**src/rtl/assert_macros.svh**
```systemverilog
// ------------------------------------------------------------------------
// Assertion macros
// Shared shorthand for the concurrent assertions of the RTL modules.
// ------------------------------------------------------------------------
`ifndef ASSERT_MACROS_SVH
`define ASSERT_MACROS_SVH

// Same-cycle implication, disabled while reset is asserted.
`define ASSERT_IMPLY(name, clk, rstn, cond, prop) \
    name: assert property (@(posedge clk) disable iff (!rstn) (cond) |-> (prop)) \
        else $error("assertion failed: same-cycle implication");

// Next-cycle implication, disabled while reset is asserted.
`define ASSERT_NEXT(name, clk, rstn, cond, prop) \
    name: assert property (@(posedge clk) disable iff (!rstn) (cond) |=> (prop)) \
        else $error("assertion failed: next-cycle implication");

`endif

```
**src/rtl/fat16fr_pkg.sv**
```systemverilog
// ------------------------------------------------------------------------
// fat16fr_pkg
// Types, codes and constants shared by the FAT16 file read sequencer.
// ------------------------------------------------------------------------
`default_nettype none

package fat16fr_pkg;

    localparam int BLOCK_BYTES_DEFAULT = 32;

    localparam int CFG_INDEX_W = 3;
    localparam int CFG_DATA_W  = 32;

    localparam logic [12:0] BPS_RESET = 13'd512;
    localparam logic [7:0]  SPC_RESET = 8'd1;
    localparam logic [31:0] FDS_RESET = 32'd0;
    localparam logic [15:0] RSV_RESET = 16'd1;
    localparam logic [15:0] THR_RESET = 16'd65527;

    typedef enum logic [2:0] {
        CFG_BYTES_PER_SECTOR    = 3'd0,
        CFG_SECTORS_PER_CLUSTER = 3'd1,
        CFG_FIRST_DATA_SECTOR   = 3'd2,
        CFG_RESERVED_SECTORS    = 3'd3,
        CFG_CHAIN_END_THRESHOLD = 3'd4
    } cfg_index_t;

    typedef enum logic [1:0] {
        FUNC_OPEN    = 2'd0,
        FUNC_READ    = 2'd1,
        FUNC_DELIVER = 2'd2
    } func_t;

    typedef enum logic [2:0] {
        KIND_DATA = 3'd0,
        KIND_FAT  = 3'd1,
        KIND_EOF  = 3'd2,
        KIND_OK   = 3'd3,
        KIND_BUSY = 3'd4
    } kind_t;

    typedef enum logic [2:0] {
        ST_IDLE,
        ST_DISPATCH,
        ST_MUL_CLUSTER,
        ST_SUM_SECTOR,
        ST_MUL_SECTOR,
        ST_EMIT_DATA,
        ST_MUL_FAT,
        ST_EMIT_FAT
    } state_t;

    typedef enum logic [1:0] {
        MUL_CLUSTER,
        MUL_SECTOR,
        MUL_FAT
    } mul_sel_t;

    typedef enum logic [1:0] {
        EMIT_NONE,
        EMIT_SHORT,
        EMIT_DATA,
        EMIT_FAT
    } emit_t;

    typedef struct packed {
        logic     capture;
        logic     mul_en;
        mul_sel_t mul_sel;
        logic     sum_en;
        emit_t    emit;
    } dp_cmd_t;

    typedef struct packed {
        logic out_free;
        logic read_go;
        logic advance;
    } dp_status_t;

endpackage

`default_nettype wire

```
**src/rtl/fat16fr_dp.sv**
```systemverilog
// ------------------------------------------------------------------------
// fat16fr_dp
// Datapath: configuration, file state, shared multiplier and result register.
// ------------------------------------------------------------------------
`default_nettype none

`include "assert_macros.svh"

module fat16fr_dp #(
    parameter int BLOCK_BYTES = fat16fr_pkg::BLOCK_BYTES_DEFAULT
) (
    input  wire logic                              aclk,
    input  wire logic                              aresetn,
    input  wire logic                              cfg_wr_en,
    input  wire logic [fat16fr_pkg::CFG_INDEX_W-1:0] cfg_addr,
    input  wire logic [fat16fr_pkg::CFG_DATA_W-1:0]  cfg_wr_data,
    input  wire logic [63:0]                       s_tdata,
    input  wire logic [1:0]                        s_tuser,
    output logic                                   m_tvalid,
    input  wire logic                              m_tready,
    output logic [31:0]                            m_tdata,
    output logic [2:0]                             m_tuser,
    output logic                                   m_tlast,
    input  wire fat16fr_pkg::dp_cmd_t              cmd,
    output fat16fr_pkg::dp_status_t                status
);

    localparam int BLK_SHIFT = $clog2(BLOCK_BYTES);

    // Configuration registers.
    logic [12:0] bps_reg;
    logic [7:0]  spc_reg;
    logic [31:0] fds_reg;
    logic [15:0] rsv_reg;
    logic [15:0] thr_reg;

    // File state.
    logic [15:0] cc_reg;
    logic [31:0] pos_reg;
    logic [7:0]  sic_reg;
    logic [11:0] off_reg;
    logic [31:0] size_reg;
    logic        awaiting_reg;

    // Captured input item.
    fat16fr_pkg::func_t func_reg;
    logic [15:0] start_reg;
    logic [31:0] flen_reg;
    logic [15:0] entry_reg;

    // Arithmetic intermediates.
    logic [31:0] mul_reg;
    logic [31:0] sec_reg;

    // Result register.
    logic              m_tvalid_reg;
    fat16fr_pkg::kind_t kind_reg;
    logic [26:0]       blk_reg;
    logic [4:0]        idx_reg;
    logic              last_reg;

    logic [31:0] mul_a;
    logic [12:0] mul_b;
    logic [44:0] mul_full;
    logic [31:0] data_addr;
    logic [31:0] fat_addr;
    logic [31:0] data_shift;
    logic [31:0] fat_shift;
    logic [31:0] fat_rem;
    logic [12:0] next_off;
    logic        off_wrap;
    logic [7:0]  sic_adv;
    logic        eof;
    fat16fr_pkg::kind_t short_kind;
    logic        do_open;
    logic        do_deliver;

    // Operand selection for the single shared multiplier.
    always_comb begin
        case (cmd.mul_sel)
            fat16fr_pkg::MUL_CLUSTER: begin
                mul_a = {16'd0, cc_reg} - 32'd2;
                mul_b = {5'd0, spc_reg};
            end
            fat16fr_pkg::MUL_SECTOR: begin
                mul_a = sec_reg;
                mul_b = bps_reg;
            end
            fat16fr_pkg::MUL_FAT: begin
                mul_a = {16'd0, rsv_reg};
                mul_b = bps_reg;
            end
            default: begin
                mul_a = '0;
                mul_b = '0;
            end
        endcase
    end

    assign mul_full   = {13'd0, mul_a} * {32'd0, mul_b};
    assign data_addr  = mul_reg + {20'd0, off_reg};
    assign fat_addr   = mul_reg + {15'd0, cc_reg, 1'b0};
    assign data_shift = data_addr >> BLK_SHIFT;
    assign fat_shift  = fat_addr >> BLK_SHIFT;
    assign fat_rem    = fat_addr & (32'(BLOCK_BYTES) - 32'd1);

    assign next_off = {1'b0, off_reg} + 13'(BLOCK_BYTES);
    assign off_wrap = (next_off >= bps_reg) || next_off[12];
    assign sic_adv  = off_wrap ? (sic_reg + 8'd1) : sic_reg;

    assign eof = (cc_reg == 16'd0) || (pos_reg > size_reg);

    // Result of items that finish without address work.
    always_comb begin
        short_kind = fat16fr_pkg::KIND_BUSY;
        do_open    = 1'b0;
        do_deliver = 1'b0;
        case (func_reg)
            fat16fr_pkg::FUNC_OPEN: begin
                short_kind = fat16fr_pkg::KIND_OK;
                do_open    = 1'b1;
            end
            fat16fr_pkg::FUNC_DELIVER: begin
                if (awaiting_reg) begin
                    short_kind = fat16fr_pkg::KIND_OK;
                    do_deliver = 1'b1;
                end
            end
            fat16fr_pkg::FUNC_READ: begin
                if (!awaiting_reg && eof) begin
                    short_kind = fat16fr_pkg::KIND_EOF;
                end
            end
            default: begin
                short_kind = fat16fr_pkg::KIND_BUSY;
            end
        endcase
    end

    assign status.out_free = !m_tvalid_reg || m_tready;
    assign status.read_go  = (func_reg == fat16fr_pkg::FUNC_READ) && !awaiting_reg && !eof;
    assign status.advance  = sic_adv >= spc_reg;

    // Configuration writes.
    always_ff @(posedge aclk) begin
        if (!aresetn) begin
            bps_reg <= fat16fr_pkg::BPS_RESET;
            spc_reg <= fat16fr_pkg::SPC_RESET;
            fds_reg <= fat16fr_pkg::FDS_RESET;
            rsv_reg <= fat16fr_pkg::RSV_RESET;
            thr_reg <= fat16fr_pkg::THR_RESET;
        end else if (cfg_wr_en) begin
            case (fat16fr_pkg::cfg_index_t'(cfg_addr))
                fat16fr_pkg::CFG_BYTES_PER_SECTOR:    bps_reg <= cfg_wr_data[12:0];
                fat16fr_pkg::CFG_SECTORS_PER_CLUSTER: spc_reg <= cfg_wr_data[7:0];
                fat16fr_pkg::CFG_FIRST_DATA_SECTOR:   fds_reg <= cfg_wr_data[31:0];
                fat16fr_pkg::CFG_RESERVED_SECTORS:    rsv_reg <= cfg_wr_data[15:0];
                fat16fr_pkg::CFG_CHAIN_END_THRESHOLD: thr_reg <= cfg_wr_data[15:0];
                default: ;
            endcase
        end
    end

    // Input capture and arithmetic pipeline registers.
    always_ff @(posedge aclk) begin
        if (cmd.capture) begin
            func_reg  <= fat16fr_pkg::func_t'(s_tuser);
            start_reg <= s_tdata[15:0];
            flen_reg  <= s_tdata[47:16];
            entry_reg <= s_tdata[63:48];
        end
        if (cmd.mul_en) begin
            mul_reg <= mul_full[31:0];
        end
        if (cmd.sum_en) begin
            sec_reg <= mul_reg + fds_reg + {24'd0, sic_reg};
        end
    end

    // File state updates.
    always_ff @(posedge aclk) begin
        if (!aresetn) begin
            cc_reg       <= '0;
            pos_reg      <= '0;
            sic_reg      <= '0;
            off_reg      <= '0;
            size_reg     <= '0;
            awaiting_reg <= 1'b0;
        end else begin
            case (cmd.emit)
                fat16fr_pkg::EMIT_SHORT: begin
                    if (do_open) begin
                        cc_reg       <= start_reg;
                        size_reg     <= flen_reg;
                        pos_reg      <= '0;
                        sic_reg      <= '0;
                        off_reg      <= '0;
                        awaiting_reg <= 1'b0;
                    end else if (do_deliver) begin
                        cc_reg       <= (entry_reg > thr_reg) ? 16'd0 : entry_reg;
                        awaiting_reg <= 1'b0;
                    end
                end
                fat16fr_pkg::EMIT_DATA: begin
                    pos_reg <= pos_reg + 32'(BLOCK_BYTES);
                    off_reg <= off_wrap ? 12'd0 : next_off[11:0];
                    sic_reg <= status.advance ? 8'd0 : sic_adv;
                end
                fat16fr_pkg::EMIT_FAT: begin
                    awaiting_reg <= 1'b1;
                end
                default: ;
            endcase
        end
    end

    // Result register: loads when the controller emits, clears when taken.
    always_ff @(posedge aclk) begin
        if (!aresetn) begin
            m_tvalid_reg <= 1'b0;
        end else if (cmd.emit != fat16fr_pkg::EMIT_NONE) begin
            m_tvalid_reg <= 1'b1;
        end else if (m_tready) begin
            m_tvalid_reg <= 1'b0;
        end
    end

    always_ff @(posedge aclk) begin
        case (cmd.emit)
            fat16fr_pkg::EMIT_SHORT: begin
                kind_reg <= short_kind;
                blk_reg  <= '0;
                idx_reg  <= '0;
                last_reg <= 1'b1;
            end
            fat16fr_pkg::EMIT_DATA: begin
                kind_reg <= fat16fr_pkg::KIND_DATA;
                blk_reg  <= data_shift[26:0];
                idx_reg  <= '0;
                last_reg <= !status.advance;
            end
            fat16fr_pkg::EMIT_FAT: begin
                kind_reg <= fat16fr_pkg::KIND_FAT;
                blk_reg  <= fat_shift[26:0];
                idx_reg  <= fat_rem[4:0];
                last_reg <= 1'b1;
            end
            default: ;
        endcase
    end

    assign m_tvalid = m_tvalid_reg;
    assign m_tdata  = {idx_reg, blk_reg};
    assign m_tuser  = kind_reg;
    assign m_tlast  = last_reg;

    // A FAT request always leaves the block waiting for the entry.
    `ASSERT_NEXT(a_fat_sets_wait, aclk, aresetn, cmd.emit == fat16fr_pkg::EMIT_FAT, awaiting_reg)
    // A FAT request is only made for a live cluster.
    `ASSERT_IMPLY(a_fat_live_cluster, aclk, aresetn, cmd.emit == fat16fr_pkg::EMIT_FAT, cc_reg != 16'd0)
    // A data result is the last one exactly when the cluster is not used up.
    `ASSERT_NEXT(a_data_last, aclk, aresetn, cmd.emit == fat16fr_pkg::EMIT_DATA, m_tlast == !$past(status.advance))

endmodule

`default_nettype wire

```
**src/rtl/fat16fr_ctrl.sv**
```systemverilog
// ------------------------------------------------------------------------
// fat16fr_ctrl
// Controller: sequences capture, multiplies and result emission.
// ------------------------------------------------------------------------
`default_nettype none

`include "assert_macros.svh"

module fat16fr_ctrl (
    input  wire logic                   aclk,
    input  wire logic                   aresetn,
    input  wire logic                   s_tvalid,
    output logic                        s_tready,
    input  wire fat16fr_pkg::dp_status_t status,
    output fat16fr_pkg::dp_cmd_t        cmd
);

    fat16fr_pkg::state_t state_reg;
    fat16fr_pkg::state_t state_next;

    always_ff @(posedge aclk) begin
        if (!aresetn) begin
            state_reg <= fat16fr_pkg::ST_IDLE;
        end else begin
            state_reg <= state_next;
        end
    end

    always_comb begin
        state_next  = state_reg;
        s_tready    = 1'b0;
        cmd.capture = 1'b0;
        cmd.mul_en  = 1'b0;
        cmd.mul_sel = fat16fr_pkg::MUL_CLUSTER;
        cmd.sum_en  = 1'b0;
        cmd.emit    = fat16fr_pkg::EMIT_NONE;
        case (state_reg)
            fat16fr_pkg::ST_IDLE: begin
                s_tready    = 1'b1;
                cmd.capture = s_tvalid;
                if (s_tvalid) begin
                    state_next = fat16fr_pkg::ST_DISPATCH;
                end
            end
            fat16fr_pkg::ST_DISPATCH: begin
                if (status.read_go) begin
                    state_next = fat16fr_pkg::ST_MUL_CLUSTER;
                end else if (status.out_free) begin
                    cmd.emit   = fat16fr_pkg::EMIT_SHORT;
                    state_next = fat16fr_pkg::ST_IDLE;
                end
            end
            fat16fr_pkg::ST_MUL_CLUSTER: begin
                cmd.mul_en  = 1'b1;
                cmd.mul_sel = fat16fr_pkg::MUL_CLUSTER;
                state_next  = fat16fr_pkg::ST_SUM_SECTOR;
            end
            fat16fr_pkg::ST_SUM_SECTOR: begin
                cmd.sum_en = 1'b1;
                state_next = fat16fr_pkg::ST_MUL_SECTOR;
            end
            fat16fr_pkg::ST_MUL_SECTOR: begin
                cmd.mul_en  = 1'b1;
                cmd.mul_sel = fat16fr_pkg::MUL_SECTOR;
                state_next  = fat16fr_pkg::ST_EMIT_DATA;
            end
            fat16fr_pkg::ST_EMIT_DATA: begin
                if (status.out_free) begin
                    cmd.emit   = fat16fr_pkg::EMIT_DATA;
                    state_next = status.advance ? fat16fr_pkg::ST_MUL_FAT
                                                : fat16fr_pkg::ST_IDLE;
                end
            end
            fat16fr_pkg::ST_MUL_FAT: begin
                cmd.mul_en  = 1'b1;
                cmd.mul_sel = fat16fr_pkg::MUL_FAT;
                state_next  = fat16fr_pkg::ST_EMIT_FAT;
            end
            fat16fr_pkg::ST_EMIT_FAT: begin
                if (status.out_free) begin
                    cmd.emit   = fat16fr_pkg::EMIT_FAT;
                    state_next = fat16fr_pkg::ST_IDLE;
                end
            end
            default: begin
                state_next = fat16fr_pkg::ST_IDLE;
            end
        endcase
    end

    // Every captured item is classified in the following cycle.
    `ASSERT_NEXT(a_capture_dispatch, aclk, aresetn, cmd.capture, state_reg == fat16fr_pkg::ST_DISPATCH)
    // The FAT address multiply is always followed by the FAT result.
    `ASSERT_NEXT(a_fat_follows, aclk, aresetn, state_reg == fat16fr_pkg::ST_MUL_FAT, state_reg == fat16fr_pkg::ST_EMIT_FAT)
    // A data result is never dropped while the result register is occupied.
    `ASSERT_NEXT(a_data_waits, aclk, aresetn, state_reg == fat16fr_pkg::ST_EMIT_DATA && !status.out_free, state_reg == fat16fr_pkg::ST_EMIT_DATA)

endmodule

`default_nettype wire

```
**src/rtl/fat16_file_read_sequencer.sv**
```systemverilog
// ------------------------------------------------------------------------
// fat16_file_read_sequencer
// Results: open, deliver, not-ready and end-of-file results are loaded from
// the dispatch state; a data request first passes the cluster multiply, sector
// sum and sector multiply states, and the FAT request that may follow it the
// FAT multiply state; an output stall holds any result. A new item is taken
// only once the last one is done; the shared multiplier is used up to three times.
// Reset: synchronous active-low; clears the file state, loads the register
// defaults, and the block is ready in the first cycle after it.
// ------------------------------------------------------------------------
`default_nettype none

module fat16_file_read_sequencer #(
    parameter int BLOCK_BYTES = fat16fr_pkg::BLOCK_BYTES_DEFAULT
) (
    input  wire logic                                aclk,
    input  wire logic                                aresetn,
    // Configuration write port. Index 0 bytes_per_sector, 1 sectors_per_cluster,
    // 2 first_data_sector, 3 reserved_sectors, 4 chain_end_threshold.
    input  wire logic                                cfg_wr_en,
    input  wire logic [fat16fr_pkg::CFG_INDEX_W-1:0] cfg_addr,
    input  wire logic [fat16fr_pkg::CFG_DATA_W-1:0]  cfg_wr_data,
    // Input items.
    input  wire logic                                s_tvalid,
    output logic                                     s_tready,
    input  wire logic [63:0]                         s_tdata,  // start_cluster[15:0],
                                                               // file_length[47:16],
                                                               // fat_entry[63:48]
    input  wire logic [1:0]                          s_tuser,  // func[1:0]
    // Result items.
    output logic                                     m_tvalid,
    input  wire logic                                m_tready,
    output logic [31:0]                              m_tdata,  // block_address[26:0],
                                                               // byte_index[31:27]
    output logic [2:0]                               m_tuser,  // kind[2:0]
    output logic                                     m_tlast   // last result of the item
);

    // The controller and datapath talk only through these two bundles.
    // The command bundle tells the datapath when to capture an input transfer,
    // which product the shared multiplier forms, when to build the sector
    // number and which result to load into the output register.
    fat16fr_pkg::dp_cmd_t    cmd;
    // The status bundle reports whether the output register can take a new
    // result, whether a read item goes on to address work (file open, no FAT
    // entry pending, not at end of file) and whether the data block being
    // emitted uses up the current cluster.
    fat16fr_pkg::dp_status_t status;

    // The controller accepts a new item whenever it is idle, even while the
    // previous result still waits in the output register for m_tready.
    fat16fr_ctrl u_ctrl (
        .aclk     (aclk),
        .aresetn  (aresetn),
        .s_tvalid (s_tvalid),
        .s_tready (s_tready),
        .status   (status),
        .cmd      (cmd)
    );

    // The datapath holds the configuration, the open file's cluster, position,
    // sector and offset, and forms the data address as
    // ((cluster - 2) * sectors_per_cluster + first_data_sector + sector)
    // * bytes_per_sector + offset, and the FAT entry address as
    // reserved_sectors * bytes_per_sector + 2 * cluster, all modulo 2^32.
    fat16fr_dp #(
        .BLOCK_BYTES (BLOCK_BYTES)
    ) u_dp (
        .aclk        (aclk),
        .aresetn     (aresetn),
        .cfg_wr_en   (cfg_wr_en),
        .cfg_addr    (cfg_addr),
        .cfg_wr_data (cfg_wr_data),
        .s_tdata     (s_tdata),
        .s_tuser     (s_tuser),
        .m_tvalid    (m_tvalid),
        .m_tready    (m_tready),
        .m_tdata     (m_tdata),
        .m_tuser     (m_tuser),
        .m_tlast     (m_tlast),
        .cmd         (cmd),
        .status      (status)
    );

endmodule

`default_nettype wire
```
**config.mk**
```make
export PLATFORM = sky130hd
export DESIGN_NAME = fat16_file_read_sequencer
export DESIGN_NICKNAME = d
export VERILOG_FILES = /design/src/rtl/fat16fr_pkg.sv /design/src/rtl/fat16fr_dp.sv /design/src/rtl/fat16fr_ctrl.sv /design/src/rtl/fat16_file_read_sequencer.sv
export VERILOG_INCLUDE_DIRS = /design/src /design/src/rtl
export SDC_FILE = /design/constraint.sdc
export NUM_CORES = 2
export LEC_CHECK = 0
export BUFFER_PORTS_ARGS = -buffer_cell sky130_fd_sc_hd__clkbuf_2
export CORE_ASPECT_RATIO = 0.5
export CORE_MARGIN = 8
export CORE_UTILIZATION = 40
export CTS_BUF_LIST = sky130_fd_sc_hd__clkbuf_16
export CTS_CLUSTER_DIAMETER = 50
export DETAILED_ROUTE_END_ITERATION = 12
export GPL_TIMING_DRIVEN = 0
export SETUP_SLACK_MARGIN = 0.15
export SLEW_MARGIN = 40
export SYNTH_ARGS = -nofsm -noshare
export SYNTH_HDL_FRONTEND = slang
export SYNTH_SLANG_ARGS = --single-unit
```
**constraint.sdc**
```tcl
create_clock -name aclk -period 7.2 [get_ports aclk]
set_input_delay 1.08 -clock aclk [delete_from_list [all_inputs] [get_ports aclk]]
set_output_delay 1.08 -clock aclk [all_outputs]
set_load 0.01 [all_outputs]
```
### Word level (Yosys, flattened, before mapping)

Index checks and enable logic that the tools add are counted.

* register bits after elaboration: 356
* input port bits: 106
* output and inout port bits: 38
* logic and storage cells: 138

* add/sub/neg operators: 8
* multiply operators: 1
* magnitude comparators: 4
* equality and inequality tests: 22
* multiplexer cells: 44
* reduce and logical (&&, ||, !) cells: 36

Operators by type and width (number)
* 32-bit case mux with 3 select lines: 1
* 27-bit case mux with 3 select lines: 1
* 32-bit case mux with 2 select lines: 1
* 16-bit two-way mux: 3
* 32-bit by 12-bit adder with 32-bit output: 1
* 32-bit by 17-bit adder with 32-bit output: 1
* 32-bit adder: 1
* 32-bit by 6-bit adder with 32-bit output, second input constant: 1
* 32-bit by 8-bit adder with 32-bit output: 1
* 32-bit greater-than comparator: 1
* 32-bit by 13-bit multiplier with 32-bit output: 1
* 32-bit two-way mux: 1
* 3-bit case mux with 3 select lines: 3
* 13-bit case mux with 2 select lines: 1
* 12-bit two-way mux: 2
* 8-bit two-way mux: 3
* 12-bit case mux with 2 select lines: 1
* 3-bit case mux with 8 select lines: 1
* 3-bit two-way mux: 7
* 2-bit AND reduction: 10
* 16-bit by 2-bit subtractor with 17-bit output, second input constant: 1
* 16-bit greater-than comparator: 1
* 16-bit logical NOT: 1
* 8-bit case mux with 2 select lines: 1
* other kinds (25): 69

### Logic depth before layout (Yosys ltp)

* word-level depth: 9
* depth in mapped cells: 33
* mapped depth without buffers: 29

### By module

From an unflattened synthesis, not the netlist that was laid out.

* cell total of the unflattened synthesis: 3113
* area, all modules: 27726.6 µm²

Modules (own cells, without submodules)
* fat16fr_dp: times used 1, cells an instance 3082, area each 27490.1 µm², seq. area each 8528.2 µm²
* fat16fr_ctrl: times used 1, cells an instance 31, area each 236.5 µm², seq. area each 60.1 µm²

### Worst setup path after synthesis

No wires, ideal clock.

* kind: flip-flop to flip-flop
* from: register u_ctrl.state_reg[2]
* to: register u_dp.mul_reg[31], data pin
* setup time: 258 ps
* arrival: 7728 ps
* required time: 6942 ps
* setup slack: -785 ps
* cell stages (with the launch flop): 31
* buffers on the path: 5
* period minus slack after synthesis: 7985 ps
* cell sequence: dfxtp_1 clkbuf_1 inv_1 or3_1 ha_1 clkbuf_1 nor2b_1 clkbuf_1 and2_0 clkbuf_1 buf_1 nand2_1 fa_1 fa_1 inv_1 fa_1 fa_1 inv_1 fa_1 inv_1 ha_1 a21oi_1 o21ai_0 a311oi_1 o31ai_1 o211a_1 o211ai_1 nand2_1 a211o_1 a41o_1 xnor2_1

* cells in the longest elaborated chain, start to end: 6
* elaborated cells between the ends (all ways): 11
* classes of those cells: 1 x mul; 5 x eq/ne; 3 x mux; 2 x reduce/logical

RTL lines
* start, declared: RTL line fat16fr_ctrl.sv:18 `fat16fr_pkg::state_t state_reg;`
* start signal, assigned: RTL line fat16fr_ctrl.sv:23 `state_reg <= fat16fr_pkg::ST_IDLE;`
* start signal, assigned: RTL line fat16fr_ctrl.sv:25 `state_reg <= state_next;`
* 3-bit == test or 3-bit by 2-bit == test with 1-bit output (tied branches): RTL line fat16fr_ctrl.sv:37 `case (state_reg)`
* 3-bit case mux with 3 select lines *: RTL line fat16fr_ctrl.sv:37
* 2-bit by 1-bit == test with 1-bit output or 2-bit == test (tied branches): RTL line fat16fr_dp.sv:80 `case (cmd.mul_sel)`
* 2-bit OR reduction (no line)
* 13-bit case mux with 2 select lines: RTL line fat16fr_dp.sv:80
* 32-bit by 13-bit multiplier with 32-bit output *: RTL line fat16fr_dp.sv:100 `assign mul_full = {13'd0, mul_a} * {32'd0, mul_b};`
* net u_dp.mul_full[31]: RTL line fat16fr_dp.sv:64 `logic [44:0] mul_full;`
* end signal, assigned: RTL line fat16fr_dp.sv:173 `mul_reg <= mul_full[31:0];`
* end, declared: RTL line fat16fr_dp.sv:52 `logic [31:0] mul_reg;`

Mark *: on every way through the listed nets, which the timed path passes. The rest lies on a longest branch.
A chain may end at the register's enable or synchronous reset.

### Worst setup path in the final report

* from: register u_ctrl.state_reg[1]
* to: register u_dp.mul_reg[31], data pin

Same word-level chain as after synthesis.

==> results.sh <==
export IMPL_portBuffers=142
export IMPL_seqPwrFrac=0.273
export IMPL_grt_remaining_overflow=0
export IMPL_slowest_stage="fa_2"
export IMPL_ir_drop_uv=194.6
export IMPL_path_clk_slew_ps=60
export IMPL_die_y_um=202.2
export IMPL_powerDensity_nw_per_um2=281.6
export IMPL_drt_wl_total_um=87940
export IMPL_synth_nets=3683
export IMPL_leakage_nw=14.60
export IMPL_gr_usage_all_layers=0.2198
export IMPL_slew_viol_final=0
export IMPL_drive_above_1_share=0.1637
export IMPL_cts_max_level=2
export IMPL_area_delta_synth_final_pct=19.89
export IMPL_synth_seq_cells=346
export IMPL_start_util=0.4033
export IMPL_max_slew_margin_rel=0.5034
export IMPL_ys_warn_count=0
export IMPL_cpPeakStageDelay_ps=590
export IMPL_worstPathRequired_ps=7520
export IMPL_fmax_mhz=133.4
export IMPL_final_nets=3972
export IMPL_cp_arrival_ps=7820
export IMPL_rsz0062_at_grt="true"
export IMPL_ys_top_cells_by_area="fa_1, edfxtp_1, dfxtp_1"
export IMPL_yosys_area_top_type="fa_1"
export IMPL_cts_tree="yes"
export IMPL_status="complete, but fails checks"
export IMPL_fin_setup_tns_ps=-979.8
export IMPL_cts_max_path_buffers=3
export IMPL_die_w_um=388.3
export IMPL_drcViolationCount=0
export IMPL_cap_viol_max_count=0
export IMPL_stdcell_area_um2=33240
export IMPL_yosys_top_cells_count="nand2_1, inv_1, fa_1"
export IMPL_drt_iter0_markers=1893
export IMPL_clock_skew_ps=23.78
export IMPL_startpoint_type="flop"
export IMPL_dp_hpwl_um=68750
export IMPL_finalSetupViolCount=7
export IMPL_antenna_found_initial=1
export IMPL_row_count=68
export IMPL_min_path_type="reg -> reg"
export IMPL_clkLatencyLatePin_ps=570
export IMPL_grt_pass1_vias=23091
export IMPL_diodes=0
export IMPL_finalHoldViolCount=0
export IMPL_ant_nets=0
export IMPL_cp_common_cell="fa_1"
export IMPL_seq_area_frac_synth=0.3098
export IMPL_core_um2=68750
export IMPL_die_area_um2=78510
export IMPL_post_dp_cell_area_um2=29910
export IMPL_vias_per_cell=5.319
export IMPL_wl_per_cell_um=20.24
export IMPL_final_setup_worst_slack_ps=-297.1
export IMPL_grt_start_max_net_pins=43
export IMPL_synthFlopType="dfxtp_1"
export IMPL_synth_edff_count=166
export IMPL_num_io_pins=144
export IMPL_clkPwrFrac=0.219
export IMPL_p_comb_frac=0.508
export IMPL_post_route_min_period_ps=7497
export IMPL_synth_most_common_cell="nand2_1"
export IMPL_critPathBufInv=9
export IMPL_ctsHoldBuffers=0
export IMPL_netlist_area_um2=27730
export IMPL_place_congestion=0.9600
export IMPL_root_buffer="clkbuf_16"
export IMPL_ys_async_sr_fraction=0
export IMPL_syn_avg_cell_area_um2=8.906
export IMPL_crit_type="reg -> reg"
export IMPL_power_internal_w=0.005458
export IMPL_crit_path_end_kind="flop"
export IMPL_r2r_slack_ps=-300
export IMPL_violations="setup timing"
export IMPL_cp_top_family="adder cells"
export IMPL_period_share=1.041
export IMPL_netSwitchingFraction=0.4169
export IMPL_worstMarginPinSlew_ps=742.2
export IMPL_first_pass_iters=6
export IMPL_fin_total_pwr_w=0.009360
export IMPL_cts_sinks=346
export IMPL_synth_cells=3113
export IMPL_synth_top_area_share=0.1928
export IMPL_grt_first_pass_wirelength_um=135400
export IMPL_crit_fanout=6
export IMPL_synth_cell_types=75
export IMPL_netSwitchingPower_w=0.003902
export IMPL_vias=23104
export IMPL_cts_made_buffers=41
==> layout make-up <==
class,instances,area [um2]
flip-flops and latches,346,8594
inverters,422,1592
clock buffers,42,1051
repair buffers,247,1624
clock inverters,33,264.0
well taps,910,1139
fillers,6524,35510
plain buffers,125,1033
multi-input cells,2219,17940
==> power by group through the flow <==
stage	logic, W	registers (W)	clock network (W)
6_report	0.00476	0.00256	0.00205
5_1_grt	0.00521	0.00257	0.00216
4_1_cts	0.00436	0.00255	0.00209
3_5_place_dp	0.00377	0.00259	0
3_3_place_gp	0.00374	0.00261	0
2_1_floorplan	0.00262	0.00252	0
==> timing repair <==
action	CTS	global route
gates cloned	3	0
resized for setup	231	87
setup endpoints to repair	22	16
buffers inserted	67	25
pin swaps	87	50
==> worst min-delay path: stages (launching register included) <==
cell and delay (ps):
dfxtp_1 300, nand2_1 50, a21oi_1 50
==> kinds of logic after synthesis <==
kind of cell	count (synthesis)	share of synthesized area
and+or+nand+nor	1095	0.1718
buffers and inverters	548	0.07505
AOI/OAI and AO/OA	524	0.1180
adders and majority gates	464	0.2817
DFF	346	0.3098
xor gates and xnor gates	130	0.04156
muxes	6	0.002211
==> placed cells by master (no fill, tap or decap), types with 52 or more instances in the layout <==
master,instances
a21oi_1,199
buf_4,86
clkbuf_1,66
clkbuf_16,56
clkbuf_2,146
dfxtp_1,177
edfxtp_1,166
fa_1,258
ha_1,178
inv_1,400
nand2_1,521
nand3_1,91
nor2_1,242
o21ai_0,73
xnor2_1,73
xor2_1,52
==> layer usage <==
metal | GRT usage | routed length [um] | up-vias
met5 | 0 | 0 | -
met4 | 0.06307 | 2482 | 0
met3 | 0.03621 | 5905 | 144
met2 | 0.3695 | 41360 | 737
met1 | 0.2925 | 38200 | 11427
li1 | - | - | 10796
==> path summary, 6_finish.rpt <==
check,to,start,cells after the start
max reg2reg,u_dp.mul_reg[31]$_DFFE_PP_,u_ctrl.state_reg[1]$_SDFFE_PN0P_,30
max,u_dp.mul_reg[31]$_DFFE_PP_,u_ctrl.state_reg[1]$_SDFFE_PN0P_,30
min,u_dp.size_reg[14]$_SDFFE_PN0P_,u_dp.size_reg[14]$_SDFFE_PN0P_,2
min reg2reg,u_dp.size_reg[14]$_SDFFE_PN0P_,u_dp.size_reg[14]$_SDFFE_PN0P_,2
==> per-stage QoR <==
step	hold slack (ps)	cells	setup slack [ps]	utilization
after floorplan	431.3	3113	152.2	-
after global placement	438.4	4165	-1457	0.4330
after detailed placement	446.6	4175	-1439	0.4352
after CTS	455.1	4319	-115.9	0.4766
after global routing	470.5	4344	-445.8	0.4835
final	453.7	4344	-297.1	0.4835
Note: power is estimated with default switching activity, not from simulation.
